<file path="src/sv/gcmp_pkg.sv">
// shared types and constants for the gated cube to matrix projection block
`timescale 1ns / 1ps

package gcmp_pkg;

    localparam int MAX_CHANNELS_DEF = 512;

    localparam int COORD_W = 9;
    localparam int COUNT_W = 32;
    localparam int VALUE_W = 33;
    localparam int AXIS_W  = 10;
    localparam int REQ_W   = 2;

    localparam logic [AXIS_W-1:0] AXIS_LEN_RESET = 10'd512;

    localparam logic [REQ_W-1:0] REQ_SET_GATE  = 2'd0;
    localparam logic [REQ_W-1:0] REQ_ADD_VOXEL = 2'd1;
    localparam logic [REQ_W-1:0] REQ_READ_CELL = 2'd2;

    typedef enum logic [2:0] {
        OP_NOP,
        OP_CLEAR,
        OP_GATE,
        OP_ADD,
        OP_READ
    } op_kind_t;

    // one memory operation issued by the sequencer
    typedef struct packed {
        op_kind_t             kind;
        logic                 ok;        // coords valid; for clear: gate entry in range
        logic                 dbl;       // diagonal read
        logic                 gate_bit;
        logic [COUNT_W-1:0]   count;
    } op_t;

    typedef struct packed {
        logic       s2_read;
        logic [1:0] occ;
    } rmw_stat_t;

    typedef enum logic [1:0] {
        ST_CLEAR,
        ST_IDLE,
        ST_ADD,
        ST_ONE
    } seq_state_t;

endpackage

</file>
<file path="src/sv/gcmp_seq.sv">
// item sequencer: clear sweep, request decode and per-update address issue
`timescale 1ns / 1ps

module gcmp_seq #(
    parameter int MAX_CHANNELS = gcmp_pkg::MAX_CHANNELS_DEF,
    localparam int DEPTH  = MAX_CHANNELS * MAX_CHANNELS,
    localparam int ADDR_W = $clog2(DEPTH),
    localparam int GATE_W = $clog2(MAX_CHANNELS)
) (
    input  logic                             aclk,
    input  logic                             aresetn,
    input  logic [gcmp_pkg::AXIS_W-1:0]      axis_length,
    input  logic                             s_valid,
    output logic                             s_ready,
    input  logic [gcmp_pkg::REQ_W-1:0]       s_req_type,
    input  logic [gcmp_pkg::COORD_W-1:0]     s_coord_x,
    input  logic [gcmp_pkg::COORD_W-1:0]     s_coord_y,
    input  logic [gcmp_pkg::COORD_W-1:0]     s_coord_z,
    input  logic [gcmp_pkg::COUNT_W-1:0]     s_voxel_count,
    input  logic                             s_gate_open,
    input  gcmp_pkg::rmw_stat_t              stat,
    output gcmp_pkg::op_t                    op,
    output logic [ADDR_W-1:0]                cell_addr,
    output logic [GATE_W-1:0]                gate_addr
);

    gcmp_pkg::seq_state_t state_reg, state_next;
    logic [1:0]           step_reg, step_next;
    logic [ADDR_W-1:0]    clr_reg, clr_next;

    logic [gcmp_pkg::REQ_W-1:0]   req_reg;
    logic [gcmp_pkg::COORD_W-1:0] x_reg, y_reg, z_reg;
    logic [gcmp_pkg::COUNT_W-1:0] count_reg;
    logic                         gbit_reg;

    logic [gcmp_pkg::COORD_W-1:0] pa, pb, gch, hi, lo;
    logic                         use_pair;
    logic                         last;
    logic                         all_ok;
    logic                         accept;
    logic [2:0]                   pending;

    function automatic logic coord_ok(input logic [gcmp_pkg::COORD_W-1:0] c,
                                      input logic [gcmp_pkg::AXIS_W-1:0]  len);
        return ({1'b0, c} < len) && (int'(c) < MAX_CHANNELS);
    endfunction

    always_comb begin
        op         = '0;
        op.kind    = gcmp_pkg::OP_NOP;
        pa         = y_reg;
        pb         = x_reg;
        gch        = z_reg;
        use_pair   = 1'b0;
        last       = 1'b0;
        cell_addr  = '0;
        gate_addr  = '0;
        clr_next   = clr_reg;
        state_next = state_reg;
        step_next  = step_reg;
        all_ok     = coord_ok(x_reg, axis_length) && coord_ok(y_reg, axis_length)
                     && coord_ok(z_reg, axis_length);

        case (state_reg)
            gcmp_pkg::ST_CLEAR: begin
                op.kind     = gcmp_pkg::OP_CLEAR;
                op.ok       = (int'(clr_reg) < MAX_CHANNELS);
                op.gate_bit = 1'b1;
                cell_addr   = clr_reg;
                gate_addr   = GATE_W'(clr_reg);
                clr_next    = clr_reg + 1'b1;
                if (clr_reg == ADDR_W'(DEPTH - 1)) begin
                    state_next = gcmp_pkg::ST_IDLE;
                end
            end
            gcmp_pkg::ST_ADD: begin
                // pair (y,x) gated by z, (z,x) by y, (z,y) by x
                case (step_reg)
                    2'd0: begin
                        pa = y_reg; pb = x_reg; gch = z_reg;
                    end
                    2'd1: begin
                        pa = z_reg; pb = x_reg; gch = y_reg;
                    end
                    default: begin
                        pa = z_reg; pb = y_reg; gch = x_reg;
                    end
                endcase
                op.kind   = all_ok ? gcmp_pkg::OP_ADD : gcmp_pkg::OP_NOP;
                op.ok     = all_ok;
                op.count  = count_reg;
                use_pair  = all_ok;
                gate_addr = all_ok ? GATE_W'(gch) : '0;
                last      = (step_reg == 2'd2);
                step_next = step_reg + 1'b1;
            end
            gcmp_pkg::ST_ONE: begin
                last = 1'b1;
                case (req_reg)
                    gcmp_pkg::REQ_READ_CELL: begin
                        op.kind  = gcmp_pkg::OP_READ;
                        op.ok    = coord_ok(x_reg, axis_length)
                                   && coord_ok(y_reg, axis_length);
                        op.dbl   = (x_reg == y_reg);
                        use_pair = op.ok;
                    end
                    gcmp_pkg::REQ_SET_GATE: begin
                        if (coord_ok(x_reg, axis_length)) begin
                            op.kind     = gcmp_pkg::OP_GATE;
                            op.ok       = 1'b1;
                            op.gate_bit = gbit_reg;
                            gate_addr   = GATE_W'(x_reg);
                        end
                    end
                    default: begin
                    end
                endcase
            end
            default: begin
            end
        endcase

        hi = (pa > pb) ? pa : pb;
        lo = (pa > pb) ? pb : pa;
        if (use_pair) begin
            cell_addr = ADDR_W'(ADDR_W'(hi) * ADDR_W'(MAX_CHANNELS)) + ADDR_W'(lo);
        end

        // results that may still need a queue slot
        pending = 3'(stat.occ) + 3'(stat.s2_read) + 3'(op.kind == gcmp_pkg::OP_READ);
        s_ready = ((state_reg == gcmp_pkg::ST_IDLE) || last) && (pending <= 3'd1);
        accept  = s_valid && s_ready;

        if (last) begin
            state_next = gcmp_pkg::ST_IDLE;
            step_next  = 2'd0;
        end
        if (accept) begin
            state_next = (s_req_type == gcmp_pkg::REQ_ADD_VOXEL) ? gcmp_pkg::ST_ADD
                                                                 : gcmp_pkg::ST_ONE;
            step_next  = 2'd0;
        end
    end

    always_ff @(posedge aclk) begin
        if (!aresetn) begin
            state_reg <= gcmp_pkg::ST_CLEAR;
            step_reg  <= 2'd0;
            clr_reg   <= '0;
        end else begin
            state_reg <= state_next;
            step_reg  <= step_next;
            clr_reg   <= clr_next;
        end
    end

    always_ff @(posedge aclk) begin
        if (accept) begin
            req_reg   <= s_req_type;
            x_reg     <= s_coord_x;
            y_reg     <= s_coord_y;
            z_reg     <= s_coord_z;
            count_reg <= s_voxel_count;
            gbit_reg  <= s_gate_open;
        end
    end

endmodule

</file>
<file path="config.mk">
export PLATFORM = sky130hd
export DESIGN_NAME = gcmp_seq
export DESIGN_NICKNAME = d
export VERILOG_FILES = /design/src/sv/gcmp_pkg.sv /design/src/sv/gcmp_seq.sv
export SDC_FILE = /design/constraint.sdc
export NUM_CORES = 1
export LEC_CHECK = 0
export BUFFER_PORTS_ARGS = -buffer_cell sky130_fd_sc_hd__buf_2
export CORE_MARGIN = 2
export CORE_UTILIZATION = 50
export CTS_BUF_LIST = sky130_fd_sc_hd__clkbuf_8
export DETAILED_ROUTE_END_ITERATION = 7
export PLACE_DENSITY_LB_ADDON = 0.3
export SLEW_MARGIN = 20
export SYNTH_ARGS = -nofsm -noshare
export SYNTH_HDL_FRONTEND = slang
export SYNTH_SLANG_ARGS = --single-unit
</file>
<file path="constraint.sdc">
create_clock -name aclk -period 8.25 [get_ports aclk]
set_clock_uncertainty 0.2 [all_clocks]
set_input_delay 2.0625 -clock aclk [delete_from_list [all_inputs] [get_ports aclk]]
set_output_delay 2.0625 -clock aclk [all_outputs]
set_load 0.03 [all_outputs]
</file>
==> impl_metrics.tcl <==
set metrics [dict create \
    outcome "finished, final reports clean" \
    ys_types 52 \
    vdd_ir_drop_max_mv 0.123 \
    drt-initial-drc-count 252 \
    nets 755 \
    start_kind "input port" \
    vias 4298 \
    die_y_um 106 \
    grt-ovfl-total 0 \
    avgSynthCellArea_sq_um 10.6 \
    drcViolationCount 0 \
    wirelength_mm 13.2 \
    drv_cap 0 \
    synth_area_sq_um 5240 \
    cts_tree "yes" \
    final_layout_size_suffix_gt1_frac 0.281 \
    die_w_um 106 \
    portBuffers 143 \
    period_share 0.873 \
    end_kind "output pin" \
    cpLargestDelayFamily "compound AO/OA/AOI/OAI gates" \
    arrival_ns 4.94 \
    synth-compound-area-share 0.0963 \
    clkSinkCount 84 \
    clk_pin_slew_ns 0.08 \
    synth-seq-area-share 0.439 \
    cp_max_fo 12 \
    async_flop_share 0 \
    fp.coreArea_sq_um 10200 \
    dp.final_hpwl_mm 10.0 \
    crit_required_ns 5.99 \
    rsz0062_at_grt "false" \
    synth_xor_area_frac 0.0368 \
    syn_inst 496 \
    vias_per_cell 5.54 \
    maxSlewViolCount 0 \
    antenna_left 0 \
    ios 144 \
    ys.flop_type "edfxtp_1" \
    fillCellCount 906 \
    ys_ff_latch 84 \
    initial_core_util 0.512 \
    syn_to_final_growth_pct 18.8 \
    fmax_mhz 139 \
    tns_ns 0 \
    grt_usage 0.243 \
    seq_area_sq_um 2300 \
    cts_resized 0 \
    max_stage_delay_ns 0.45 \
    drt_first_pass_iters 6 \
    synth_edf_count 62 \
    rows 37 \
    largest_reg_flops 32 \
    gp_congestion 0.900 \
    slew_headroom 0.299 \
    synth_fp_nets 616 \
    crit_chain "buf_2 -> inv_1 -> ha_1 -> a211oi_1 -> o22ai_2 -> a21oi_2 -> nand3_1 -> and4b_1 -> ha_1 -> or3_1 -> a221oi_1 -> buf_2" \
    worst-setup-path-type "input port to output pin" \
    holdBufCountCts 0 \
    worst_pin_slew_ns 1.05 \
    finalSetupViolCount 0 \
    power.leakage_uw 0.00271 \
    muxShareOfSynthArea 0.107 \
    multiInputGateArea_sq_um 2730 \
    final_common_cell "buf_2" \
    slowest_stage "a21oi_2" \
    wl_per_cell_um 17.0 \
    cts_buffer_depth 2 \
    grt_first_pass_wirelength_mm 21.3 \
    min_period_ns 7.20 \
    power_density_nw_per_um2 123 \
    antenna_cells 0 \
    antenna_found_initial 0 \
    post_cts_buffers 0 \
    grt_pass1_vias 4318 \
    worst_hold_path_type "register to register" \
    cts.htree.levels 3 \
    clock_tree.root_cell "clkbuf_8" \
    synthSimpleGateAreaFrac 0.181 \
    cts_inserted_buffers 9 \
    critPathBufInv 3 \
    synth_top_family_by_area "simple AND/OR/NAND/NOR gates" \
    yosys_warnings 0 \
    grt_max_degree 56 \
    finalHoldViolCount 0 \
    dieArea_sq_um 11300 \
    clk_latency_ns 0.36 \
    p_total_uw 765 \
    layout_common_cells "buf_2 (143), edfxtp_1 (62), nand2_1 (57)" \
    synthAdderAreaFrac 0.100 \
]
## worst paths after layout
kind | endpoint | start | slack (ns) | cells past startpoint
setup / recovery | s_ready | axis_length[3] | 1.05 | 12
hold / removal | clr_reg[16] | clr_reg[16] | 0.32 | 2
setup reg to reg | count_reg[17] | x_reg[3] | 3.74 | 11
hold reg to reg | clr_reg[16] | clr_reg[16] | 0.32 | 2
## Yosys cell counts (9+ instances only)
| cell type | count | area, sq um |
|---|---|---|
| a21oi_1 | 17 | 85.1 |
| a22oi_1 | 9 | 67.6 |
| and2_1 | 47 | 294 |
| clkbuf_1 | 13 | 48.8 |
| dfxtp_1 | 22 | 440 |
| edfxtp_1 | 62 | 1860 |
| ha_1 | 42 | 526 |
| inv_1 | 26 | 97.6 |
| mux2_2 | 12 | 135 |
| mux2i_1 | 37 | 370 |
| nand2_1 | 57 | 214 |
| nand3_1 | 10 | 50.1 |
| nand4_1 | 16 | 100 |
| nor2_1 | 10 | 37.5 |
| o21ai_0 | 12 | 60.1 |
| xnor2_1 | 19 | 166 |
## per-stage QoR
step	area (sq um)	hold slack [ns]	std cells	utilization	setup WS [ns]
6_report	6220	0.319	776	0.608	1.05
4_1_cts	6220	0.327	776	0.608	1.04
3_5_place_dp	6060	0.316	760	0.592	1.07
5_1_grt	6220	0.351	776	0.608	0.828
3_3_place_gp	6050	0.302	760	0.592	1.11
2_1_floorplan	5240	0.273	496	-	1.10
## layout make-up
type / count / share of cell area
multi-input combinational: 366 / 0.439
clock buffer: 10 / 0.0221
timing repair buffer: 148 / 0.121
inverter: 26 / 0.0157
sequential: 84 / 0.370
tap: 136 / 0.0273
clock inverter: 6 / 0.00503
## cells by family (layout without fill, tap and decap cells)
| kind of cell | after synthesis | in the layout |
|---|---|---|
| compound gates | 72 | 72 |
| xor+xnor | 22 | 22 |
| fa+ha+maj | 42 | 42 |
| buf+inv | 46 | 190 |
| flops | 84 | 84 |
| mux | 54 | 54 |
| simple gates | 176 | 176 |
## power by group
| part | total [uW] | internal [uW] | leakage [uW] | switching, uW |
|---|---|---|---|---|
| clock | 258 | 114 | 0.0000846 | 144 |
| combinational | 52.5 | 24.8 | 0.00189 | 27.8 |
| sequential | 455 | 453 | 0.000735 | 1.90 |
## tightest hold or removal path, stage by stage, from the launching register on
cell and delay (ns):
dfxtp_1 0.35, o21ai_0 0.08, a21boi_1 0.05
## routing by layer
layer  routed length, um  up-vias  track usage
met1                5630     2005        0.302
li1                    -     2080            -
met4                 355        0        0.102
met5                   0        -            0
met2                6120      184        0.408
met3                1050       29       0.0521
No activity file was read; power rests on OpenSTA's default activity.
