$ cat config.mk
export PLATFORM = sky130hd
export DESIGN_NAME = gcmp_rmw
export DESIGN_NICKNAME = d
export VERILOG_FILES = /design/src/sv/gcmp_pkg.sv /design/src/sv/gcmp_rmw.sv
export SDC_FILE = /design/constraint.sdc
export NUM_CORES = 1
export LEC_CHECK = 0
export BUFFER_PORTS_ARGS = -buffer_cell sky130_fd_sc_hd__buf_2
export CAP_MARGIN = 20
export CORE_MARGIN = 4
export CORE_UTILIZATION = 40
export DETAILED_ROUTE_END_ITERATION = 8
export HOLD_SLACK_MARGIN = 0.05
export PLACE_DENSITY = 0.6
export SKIP_LAST_GASP = 1
export SLEW_MARGIN = 20
export SYNTH_ARGS = -nofsm -noshare
export SYNTH_HDL_FRONTEND = slang
export SYNTH_SLANG_ARGS = --single-unit
$ cat constraint.sdc
create_clock -name aclk -period 4.1 [get_ports aclk]
set_input_delay 0.205 -clock aclk [delete_from_list [all_inputs] [get_ports aclk]]
set_output_delay 0.205 -clock aclk [all_outputs]
set_load 0.005 [all_outputs]
$ cat src/sv/gcmp_pkg.sv
// shared types and constants for the gated cube to matrix projection block
`timescale 1ns / 1ps

package gcmp_pkg;

    localparam int MAX_CHANNELS_DEF = 512;

    localparam int COORD_W = 9;
    localparam int COUNT_W = 32;
    localparam int VALUE_W = 33;
    localparam int AXIS_W  = 10;
    localparam int REQ_W   = 2;

    localparam logic [AXIS_W-1:0] AXIS_LEN_RESET = 10'd512;

    localparam logic [REQ_W-1:0] REQ_SET_GATE  = 2'd0;
    localparam logic [REQ_W-1:0] REQ_ADD_VOXEL = 2'd1;
    localparam logic [REQ_W-1:0] REQ_READ_CELL = 2'd2;

    typedef enum logic [2:0] {
        OP_NOP,
        OP_CLEAR,
        OP_GATE,
        OP_ADD,
        OP_READ
    } op_kind_t;

    // one memory operation issued by the sequencer
    typedef struct packed {
        op_kind_t             kind;
        logic                 ok;        // coords valid; for clear: gate entry in range
        logic                 dbl;       // diagonal read
        logic                 gate_bit;
        logic [COUNT_W-1:0]   count;
    } op_t;

    typedef struct packed {
        logic       s2_read;
        logic [1:0] occ;
    } rmw_stat_t;

    typedef enum logic [1:0] {
        ST_CLEAR,
        ST_IDLE,
        ST_ADD,
        ST_ONE
    } seq_state_t;

endpackage

$ cat src/sv/gcmp_rmw.sv
// read-modify-write stage with same-entry forwarding and result queue
`timescale 1ns / 1ps

module gcmp_rmw #(
    parameter int MAX_CHANNELS = gcmp_pkg::MAX_CHANNELS_DEF,
    localparam int DEPTH  = MAX_CHANNELS * MAX_CHANNELS,
    localparam int ADDR_W = $clog2(DEPTH),
    localparam int GATE_W = $clog2(MAX_CHANNELS)
) (
    input  logic                          aclk,
    input  logic                          aresetn,
    input  gcmp_pkg::op_t                 op,
    input  logic [ADDR_W-1:0]             cell_addr,
    input  logic [GATE_W-1:0]             gate_addr,
    input  logic [gcmp_pkg::COUNT_W-1:0]  mx_rdata,
    input  logic [0:0]                    gt_rdata,
    output logic                          mx_we,
    output logic [ADDR_W-1:0]             mx_waddr,
    output logic [gcmp_pkg::COUNT_W-1:0]  mx_wdata,
    output logic                          gt_we,
    output logic [GATE_W-1:0]             gt_waddr,
    output logic [0:0]                    gt_wdata,
    output logic                          m_valid,
    input  logic                          m_ready,
    output logic [gcmp_pkg::VALUE_W-1:0]  m_cell_value,
    output gcmp_pkg::rmw_stat_t           stat
);

    gcmp_pkg::op_t                s2_op_reg;
    logic [ADDR_W-1:0]            s2_cell_reg;
    logic [GATE_W-1:0]            s2_gate_reg;
    logic                         mx_fwd_hit_reg;
    logic [gcmp_pkg::COUNT_W-1:0] mx_fwd_data_reg;
    logic                         gt_fwd_hit_reg;
    logic [0:0]                   gt_fwd_data_reg;

    logic [1:0]                   q_cnt_reg, q_cnt_next;
    logic [gcmp_pkg::VALUE_W-1:0] q0_reg, q0_next, q1_reg, q1_next;

    logic [gcmp_pkg::COUNT_W-1:0] cur;
    logic [0:0]                   gate_now;
    logic [gcmp_pkg::COUNT_W:0]   sum;
    logic                         push;
    logic                         pop;
    logic [gcmp_pkg::VALUE_W-1:0] rd_value;

    always_comb begin
        // read data of the stage-2 op misses a write that landed on the same edge
        cur      = mx_fwd_hit_reg ? mx_fwd_data_reg : mx_rdata;
        gate_now = gt_fwd_hit_reg ? gt_fwd_data_reg : gt_rdata;
        sum      = {1'b0, cur} + {1'b0, s2_op_reg.count};

        mx_we    = 1'b0;
        mx_wdata = '0;
        gt_we    = 1'b0;
        gt_wdata = 1'b0;
        push     = 1'b0;
        rd_value = '0;

        case (s2_op_reg.kind)
            gcmp_pkg::OP_CLEAR: begin
                mx_we    = 1'b1;
                gt_we    = s2_op_reg.ok;
                gt_wdata = s2_op_reg.gate_bit;
            end
            gcmp_pkg::OP_ADD: begin
                mx_we    = gate_now[0];
                mx_wdata = sum[gcmp_pkg::COUNT_W] ? '1 : sum[gcmp_pkg::COUNT_W-1:0];
            end
            gcmp_pkg::OP_GATE: begin
                gt_we    = 1'b1;
                gt_wdata = s2_op_reg.gate_bit;
            end
            gcmp_pkg::OP_READ: begin
                push = 1'b1;
                if (s2_op_reg.ok) begin
                    rd_value = s2_op_reg.dbl ? {cur, 1'b0} : {1'b0, cur};
                end
            end
            default: begin
            end
        endcase

        mx_waddr = s2_cell_reg;
        gt_waddr = s2_gate_reg;
    end

    // two-entry result queue
    assign pop = m_valid && m_ready;

    always_comb begin
        q0_next    = q0_reg;
        q1_next    = q1_reg;
        q_cnt_next = q_cnt_reg;
        if (pop) begin
            q0_next    = q1_reg;
            q_cnt_next = q_cnt_reg - 1'b1;
        end
        if (push) begin
            if (q_cnt_next == 2'd0) begin
                q0_next = rd_value;
            end else begin
                q1_next = rd_value;
            end
            q_cnt_next = q_cnt_next + 1'b1;
        end
    end

    always_ff @(posedge aclk) begin
        if (!aresetn) begin
            s2_op_reg      <= '0;
            mx_fwd_hit_reg <= 1'b0;
            gt_fwd_hit_reg <= 1'b0;
            q_cnt_reg      <= 2'd0;
        end else begin
            s2_op_reg      <= op;
            mx_fwd_hit_reg <= mx_we && (mx_waddr == cell_addr);
            gt_fwd_hit_reg <= gt_we && (gt_waddr == gate_addr);
            q_cnt_reg      <= q_cnt_next;
        end
    end

    always_ff @(posedge aclk) begin
        s2_cell_reg     <= cell_addr;
        s2_gate_reg     <= gate_addr;
        mx_fwd_data_reg <= mx_wdata;
        gt_fwd_data_reg <= gt_wdata;
        q0_reg          <= q0_next;
        q1_reg          <= q1_next;
    end

    assign m_valid      = (q_cnt_reg != 2'd0);
    assign m_cell_value = q0_reg;
    assign stat.s2_read = (s2_op_reg.kind == gcmp_pkg::OP_READ);
    assign stat.occ     = q_cnt_reg;

endmodule

==> results.yml, run 1 <==
synthesis:
  ys_seq_area_share_pct: 46.9
  synthTopCellsByArea: "dfxtp_1 (34%), edfxtp_1 (13%), mux2i_1 (8.0%), ha_1 (5.4%), mux2_2 (4.6%)"
  syn_nets: 888
  synthCells: 752
  synth_warnings: 0
  syn_avg_cell_area_um2: 10.5
  netlist_area_um2: 7880
  synth.top_cell.area_share_pct: 34.3
  ys_ff_latch: 168
  synth-edff-count: 33
  synth_area_leader_cell: "dfxtp_1"
  synthArstFlopShare_pct: 0
  synth_ff_type: "dfxtp_1"
  synth_cell_type_count: 55
global_routing:
  antenna_found_initial: 0
  use_met3_pct: 4.57
  grtUsageMet1_pct: 26.4
  gr-total-overflow: 0
  grt_max_degree: 43
  grt_use_total_pct: 20.1
  grt_busiest_layer: "met2"
  grt_pass1_vias: 6801
  grt_use_met2_pct: 33.4
  grt_pass1_wl_mm: 35.0
finish:
  drive_gt1_share_pct: 31.4
  syn_to_final_growth_pct: 34.2
  nets: 1155
  design_area_um2: 10600
  antenna_cells: 0
  largest_reg_flops: 38
  fill_cells: 1789
placement:
  placement.cell_area_um2: 9160
  port_buffers: 199
  hpwlAfterDp_mm: 15.7
  place_congestion: 0.844
clock_tree:
  cts_tree: "yes"
  cts_root_buf: "clkbuf_16"
  clk_pin_slew_worst_paths_ns: 0.07
  tritoncts.num_buffers: 17
  insertion_delay_ns: 0.44
  clk_path_buf_depth: 2
  cts_max_level: 4
  cts_sinks: 168
timing:
  timing.final.crit_share_pct: 96.5
  fin_worst_skew_ns: 0.00943
  final-hold-violation-count: 0
  fmax_ghz: 0.253
  finalSetupViolations: 0
  tightest_slew_ns: 1.12
  relSlewSlack_pct: 25.6
  finalCriticalPeriod_ns: 3.96
  slew_violations: 0
detailed_routing:
  routed_wl_mm: 22.1
  via_per_inst: 5.02
  dr.pass1.iters: 4
  vias: 6517
  ant_nets: 0
  drt_iter0_drc: 277
  drc: 0
  wl_per_cell_um: 17.1
power_and_ir_drop:
  p_leak_nw: 4.50
  power_density_nw_per_um2: 466
  peakVddDrop_uv: 295
  power.total_mw: 4.93
die:
  start_util_pct: 40.6
  fp.coreArea_um2: 19400
  boundaryPins: 200
  die_w_um: 148
  die_y_um: 148
  std_cell_rows: 51
  die_area_um2: 22000
setup_path:
  critPathCaptureType: "primary output"
  cp_data_required_time_ns: 3.89
  crit_fanout: 5
  worstPathArrival_ns: 3.75
  setup.worst_path.class: "reg -> out"
  startpoint_type: "register"
outcome:
  status: "complete, no violations"
run:
  drv_cap: 0
hold_path:
  hp-class: "in -> reg"
cells in the mapped netlist, types with 2 or more instances:
library cell,n
mux2i_1,63
a211oi_1,7
xnor2_1,27
a31oi_1,4
nand2b_1,4
nand3_1,8
and2_1,43
buf_6,2
xor2_1,29
buf_1,7
or2_2,2
dfxtp_1,135
nand2_1,38
nor2_1,54
clkbuf_1,24
ha_1,34
o21ai_0,16
a21oi_1,44
edfxtp_1,33
o211ai_1,7
a211o_1,2
o22ai_1,33
mux2_2,32
nand4_1,8
and3_1,6
nor4_1,5
nor2b_1,5
a21o_1,13
o21bai_1,3
or3_1,5
a21oi_2,21
o21a_1,4
inv_1,11
nor3b_1,2
worst max-delay path, stage by stage (launching register included):
cell	delay, ns
dfxtp_1	0.38
mux2_2	0.38
ha_1	0.24
fa_1	0.42
a21o_1	0.25
a221oi_4	0.38
or4_4	0.23
a21oi_2	0.07
a211o_4	0.37
o2111ai_1	0.17
o211ai_1	0.24
buf_2	0.18
timing repair:
item	in CTS	in global routing
resized for setup	4	16
cloned	1	0
hold buffers	65	0
endpoints found under the setup margin	32	32
buffers inserted	5	3
endpoints found under the hold margin	65	0
pin swaps	2	7
report_power, final:
| group | leakage (nW) | internal [mW] | switching (mW) | total (mW) |
|---|---|---|---|---|
| Sequential | 1.43 | 1.93 | 0.116 | 2.05 |
| Combinational | 2.78 | 0.618 | 0.658 | 1.28 |
| Clock | 0.290 | 0.871 | 0.733 | 1.60 |
layout make-up:
class                   count  area [µm²]  area share, %
multi-input cells         540        4090           38.7
clock inverters            11        98.8          0.935
clock buffers              21         483           4.57
inverters                  11        41.3          0.391
repair buffers            281        1830           17.3
well taps                 265         332           3.14
flip-flops and latches    168        3690           35.0
through the flow:
step / util, % / hold WS (ns) / setup slack, ns / setup TNS, ns / cells
floorplan: - / 0.233 / 0.685 / 0 / 752
global placement: 47.1 / 0.331 / 0.289 / 0 / 1190
detailed placement: 47.2 / 0.333 / 0.214 / 0 / 1191
CTS: 54.1 / 0.274 / 0.0164 / 0 / 1294
global route: 54.5 / 0.320 / -0.00419 / -0.0111 / 1297
finish: 54.5 / 0.297 / 0.145 / 0 / 1297
routing by layer:
layer | routed length, µm | up-vias | part of all wire [%]
met3 | 1230 | 24 | 5.6
met2 | 10500 | 169 | 48
met4 | 333 | 0 | 1.5
met5 | 0 | - | 0
met1 | 10000 | 3081 | 45
li1 | - | 3243 | -
final timing paths:
| kind | startpoint | to | slack [ns] | cells past startpoint |
|---|---|---|---|---|
| min | mx_rdata[26] | q1_reg[26] | 0.30 | 4 |
| max | mx_fwd_hit_reg | mx_wdata[27] | 0.14 | 11 |
| max reg2reg | mx_fwd_hit_reg | mx_fwd_data_reg[27] | 0.80 | 10 |
| min reg2reg | s2_op_reg[32] | gt_fwd_data_reg | 0.48 | 1 |
cell families (layout without fill, tap and decap cells):
family,count (synthesis),in the layout,share of synthesized area (%)
buf+inv,45,324,2.38
compound gates,167,168,14.3
xor+xnor,56,56,6.23
simple gates,186,186,12.0
fa+ha+maj,35,35,5.65
mux,95,95,12.6
flops,168,168,46.9
cells in the final DEF, fill, tap and decap left out, drive strengths merged, types with 19 or more instances in the layout:
cell type / instances
dfxtp: 135
nor2: 54
and2: 43
inv: 19
edfxtp: 33
buf: 216
nand2: 38
ha: 34
xnor2: 27
mux2i: 63
dlygate4sd3: 65
xor2: 29
mux2: 32
clkbuf: 21
o22ai: 33
a21oi: 65
(Power assumes the default switching activity.)
==> run 2, diff against run 1 <==
==> constraint.sdc (replaced) <==
create_clock -name aclk -period 4.1 [get_ports aclk]
set_input_delay 0.41 -clock aclk [delete_from_list [all_inputs] [get_ports aclk]]
set_output_delay 0.41 -clock aclk [all_outputs]
set_load 0.005 [all_outputs]
==> run 2 against run 1 <==
  * Cell area shrank 4.4%
  * Clock-buffer cell count shrank 4
  * Setup slack lost 0.0039 ns
  * Sequential share of layout area grew 1.7 points
  * Clock power is essentially flat
  * Worst hold slack lost 0.20 ns
  * First-iteration DRC count grew 29%
  * Highest routed layer unchanged
  * Combinational power is essentially flat
  * Routed wire length grew 0.81%
  * Via count shrank 1.0%
  * Non-clock buffer count shrank 62
==> results.yml, run 2 (synthesized netlist as in run 1, its figures left out) <==
setup_path:
  reg2regPathDepth: 12
  worstPathArrival_ns: 3.55
  r2r_start: "mx_fwd_hit_reg"
  r2r_end: "mx_fwd_data_reg[17]"
  startpoint: "mx_fwd_hit_reg"
  setup.worst_path.class: "reg -> out"
  reg2reg_slack_ns: 1.00
  startpoint_type: "register"
  crit_end: "mx_wdata[30]"
  cp_data_required_time_ns: 3.69
  crit_fanout: 19
  critPathCaptureType: "primary output"
timing:
  finalCriticalPeriod_ns: 3.96
  finalSetupViolations: 0
  setup_tns_ns: 0
  fmax_ghz: 0.253
  slew_violations: 0
  setup_ws_ns: 0.141
  tightest_slew_ns: 1.14
  timing.final.crit_share_pct: 96.6
  fin_worst_skew_ns: 0.00982
  final-hold-violation-count: 0
  relSlewSlack_pct: 24.0
clock_tree:
  ctsHoldBuffers: 0
  cts_root_buf: "clkbuf_16"
  cts_tree: "yes"
  clk_path_buf_depth: 2
  cts_max_level: 4
  insertion_delay_ns: 0.43
  clk_pin_slew_worst_paths_ns: 0.08
  tritoncts.num_buffers: 17
  cts_sinks: 168
detailed_routing:
  dr.pass1.iters: 4
  vias: 6452
  via_per_inst: 5.22
  ant_nets: 0
  routed_wl_mm: 22.3
  drt_iter0_drc: 358
  drc: 0
  wl_per_cell_um: 18.1
finish:
  mostFrequentLayoutCell: "buf_2"
  largest_reg_flops: 38
  nets: 1093
  layout_common_cells: "buf_2 (199), dfxtp_1 (133), mux2i_1 (63)"
  drive_gt1_share_pct: 35.7
  antenna_cells: 0
  syn_to_final_growth_pct: 28.2
die:
  die_y_um: 148
  std_cell_rows: 51
  start_util_pct: 40.6
  fp.coreArea_um2: 19400
  die_w_um: 148
  die_area_um2: 22000
  boundaryPins: 200
global_routing:
  grt_pass1_vias: 6615
  grt_pass1_wl_mm: 34.9
  grt_max_degree: 43
  grt_use_total_pct: 20.1
  antenna_found_initial: 0
  gr-total-overflow: 0
placement:
  dp_slack_ns: 0.231
  port_buffers: 199
  hpwlAfterDp_mm: 16.0
  place_congestion: 0.852
power_and_ir_drop:
  power_density_nw_per_um2: 486
  p_leak_nw: 4.25
  peakVddDrop_uv: 264
run:
  drv_cap: 0
outcome:
  status: "complete, no violations"
hold_path:
  hp-class: "in -> reg"
-- run 2: changes by cell type in the layout (fill, tap and decap cells not counted), sizes merged --
| cell | delta |
|---|---|
| inv | +2 |
| buf | +3 |
| clkinv | +2 |
| dlygate4sd3 | -65 |
| clkbuf | -4 |
-- run 2: area by class of cell --
type	count	area, µm²
clock buffers	17	425
clock inverters	15	151
fillers	1835	9300
inverters	11	41.3
multi-input cells	540	4240
flip-flops and latches	168	3700
well taps	265	332
repair buffers	219	1220
-- run 2: repair_timing --
item / CTS / global route
pin swaps: 3 / 6
cloned: 2 / 0
endpoints found under the setup margin: 32 / 32
resized for setup: 15 / 32
buffers inserted: 3 / 3
-- run 2: where the power goes --
| group | internal (mW) | switching, mW |
|---|---|---|
| sequential | 1.93 | 0.125 |
| combinational | 0.597 | 0.666 |
| clock | 0.814 | 0.775 |
-- run 2: per-stage QoR --
step	instance area [µm²]	cells	hold slack (ns)	utilization, %	power [mW]
after floorplan	7880	752	0.438	-	2.82
after global placement	9180	1194	0.461	47.3	3.29
after detailed placement	9200	1195	0.467	47.4	3.31
after CTS	9900	1232	0.0788	51.1	4.92
after global routing	10100	1235	0.0733	52.1	5.18
final	10100	1235	0.101	52.1	4.91
-- run 2: how the worst min path moves through the flow --
| stage | start | to | slack [ns] | cells past startpoint |
|---|---|---|---|---|
| after floorplan | gate_addr[0] | gt_waddr[0] | 0.44 | 0 |
| after global placement | s2_op_reg[32] | gt_fwd_data_reg | 0.46 | 1 |
| after detailed placement | s2_op_reg[32] | gt_fwd_data_reg | 0.47 | 1 |
| after CTS | cell_addr[5] | mx_waddr[5] | 0.08 | 1 |
| after global routing | gate_addr[0] | gt_waddr[0] | 0.07 | 1 |
| final | cell_addr[11] | mx_waddr[11] | 0.10 | 1 |
-- run 2: critical path, cell delays in order, from the launching register on --
cell	delay (ns)
dfxtp_4	0.38
buf_12	0.17
mux2_2	0.39
ha_1	0.35
a21oi_1	0.15
o21ai_1	0.12
a211oi_2	0.40
a21oi_4	0.11
a211o_4	0.38
o211ai_4	0.17
buf_12	0.16
buf_16	0.11
a21oi_2	0.05
buf_2	0.17
-- run 2: metal layers --
metal,global-route usage (%),share of wire [%],wire (µm)
met1,26.0,44,9900
met2,34.3,49,10800
met3,5.15,6.1,1370
met4,4.30,0.91,204
met5,0,0,0
==> run 3, diff against run 2 <==
CORE_UTILIZATION = 53   (was 40)
PLACE_DENSITY = 0.77   (was 0.6)
==> run 3 against run 2 <==
  * Setup slack got worse by 0.070 ns
  * Worst hold slack got worse by 0.0011 ns
  * Sequential power is essentially flat
==> results.yml, run 3 (synthesized netlist as in run 1, its figures left out) <==
power_and_ir_drop:
  p_leak_nw: 4.27
  power_density_nw_per_um2: 482
  peakVddDrop_uv: 344
setup_path:
  cp_data_required_time_ns: 3.69
  critPathCaptureType: "primary output"
  setup.worst_path.class: "reg -> out"
  startpoint: "mx_fwd_hit_reg"
  crit_fanout: 5
  r2r_start: "mx_fwd_hit_reg"
  worstPathArrival_ns: 3.62
  startpoint_type: "register"
global_routing:
  gr-total-overflow: 0
  grt_pass1_vias: 6557
  grt_max_degree: 43
  grt_use_total_pct: 25.3
  grt_pass1_wl_mm: 33.1
  antenna_found_initial: 0
detailed_routing:
  drt_iter0_drc: 416
  via_per_inst: 5.63
  vias: 6518
  wl_per_cell_um: 18.6
  dr.pass1.iters: 5
  drc: 0
  routed_wl_mm: 21.6
  ant_nets: 0
timing:
  fmax_ghz: 0.248
  worst_hold_slack_ns: 0.0996
  timing.final.crit_share_pct: 98.3
  final-hold-violation-count: 0
  finalCriticalPeriod_ns: 4.03
  relSlewSlack_pct: 30.2
  finalSetupViolations: 0
  rsz0062_at_grt: "yes"
  tightest_slew_ns: 1.05
  fin_worst_skew_ns: 0.00856
  setup_tns_ns: 0
  slew_violations: 0
clock_tree:
  cts_root_buf: "clkbuf_16"
  clk_pin_slew_worst_paths_ns: 0.07
  cts_max_level: 4
  cts_sinks: 168
  clk_path_buf_depth: 2
  insertion_delay_ns: 0.43
  tritoncts.num_buffers: 17
  cts_tree: "yes"
  ctsHoldBuffers: 0
die:
  die_y_um: 130
  std_cell_rows: 44
  start_util_pct: 54.2
  die_w_um: 130
  die_area_um2: 16900
  fp.coreArea_um2: 14500
  boundaryPins: 200
run:
  drv_cap: 0
finish:
  nets: 1097
  largest_reg_flops: 38
  syn_to_final_growth_pct: 27.0
  fill_cells: 1133
  drive_gt1_share_pct: 35.3
  mostFrequentLayoutCell: "buf_2"
  layout_common_cells: "buf_2 (199), dfxtp_1 (133), mux2i_1 (63)"
  antenna_cells: 0
hold_path:
  hp-start: "gate_addr[8]"
  hp-class: "in -> reg"
placement:
  place_congestion: 0.921
  hpwlAfterDp_mm: 15.5
  port_buffers: 199
outcome:
  status: "complete, no violations"
[run 3: timing repair]
item                       4_1_cts  5_1_grt
buffers inserted                 2        8
gates resized for setup          9       47
pin swaps                        1        8
setup endpoints to repair       32       31
[run 3: stage by stage]
stage | setup WS (ns) | power [mW] | cells | utilization [%] | instance area, µm²
CTS | -0.0232 | 4.80 | 1150 | 66.8 | 9710
global route | -0.0558 | 5.07 | 1158 | 68.9 | 10000
global placement | 0.263 | 3.26 | 1116 | 62.5 | 9090
detailed placement | 0.183 | 3.28 | 1116 | 62.5 | 9090
finish | 0.0711 | 4.82 | 1158 | 68.9 | 10000
floorplan | 0.480 | 2.82 | 752 | - | 7880
[run 3: cell type report]
type                    count  area, µm²  share of cell area, %
clock buffers              19        433                   4.33
clock inverters            13        121                   1.21
inverters                  11       41.3                  0.413
multi-input cells         539       4260                   42.5
flip-flops and latches    168       3700                   37.0
well taps                 184        230                   2.30
repair buffers            224       1230                   12.3
[run 3: power breakdown]
group	internal, mW	leakage, nW	switching (mW)
combinational	0.589	2.58	0.656
sequential	1.93	1.43	0.132
clock	0.840	0.256	0.673
total	3.36	4.27	1.46
[run 3: path summary, 6_finish.rpt]
kind	cells after the start	end	slack [ns]
worst max-delay path	13	mx_wdata[29]	0.07
worst min-delay path	1	gt_waddr[8]	0.1
worst max register to register	12	mx_fwd_data_reg[29]	0.93
worst min register to register	1	gt_fwd_data_reg	0.52
[run 3: critical path, cell delays in order (launching register included)]
cell and delay [ns]:
dfxtp_4 0.40, mux2_4 0.34, ha_4 0.18, fa_2 0.33
a21o_1 0.21, a221oi_2 0.27, buf_4 0.19, or4_4 0.17
a21oi_4 0.07, a211o_4 0.35, buf_4 0.14, o2111ai_1 0.11
o211ai_1 0.24, buf_2 0.19
[run 3: per-layer routing]
layer	track usage, %	wire [µm]	vias to the layer above
met4	9.17	624	0
met1	32.3	9250	3092
met2	40.7	10200	248
met5	0	0	-
met3	7.70	1530	48
li1	-	-	3130
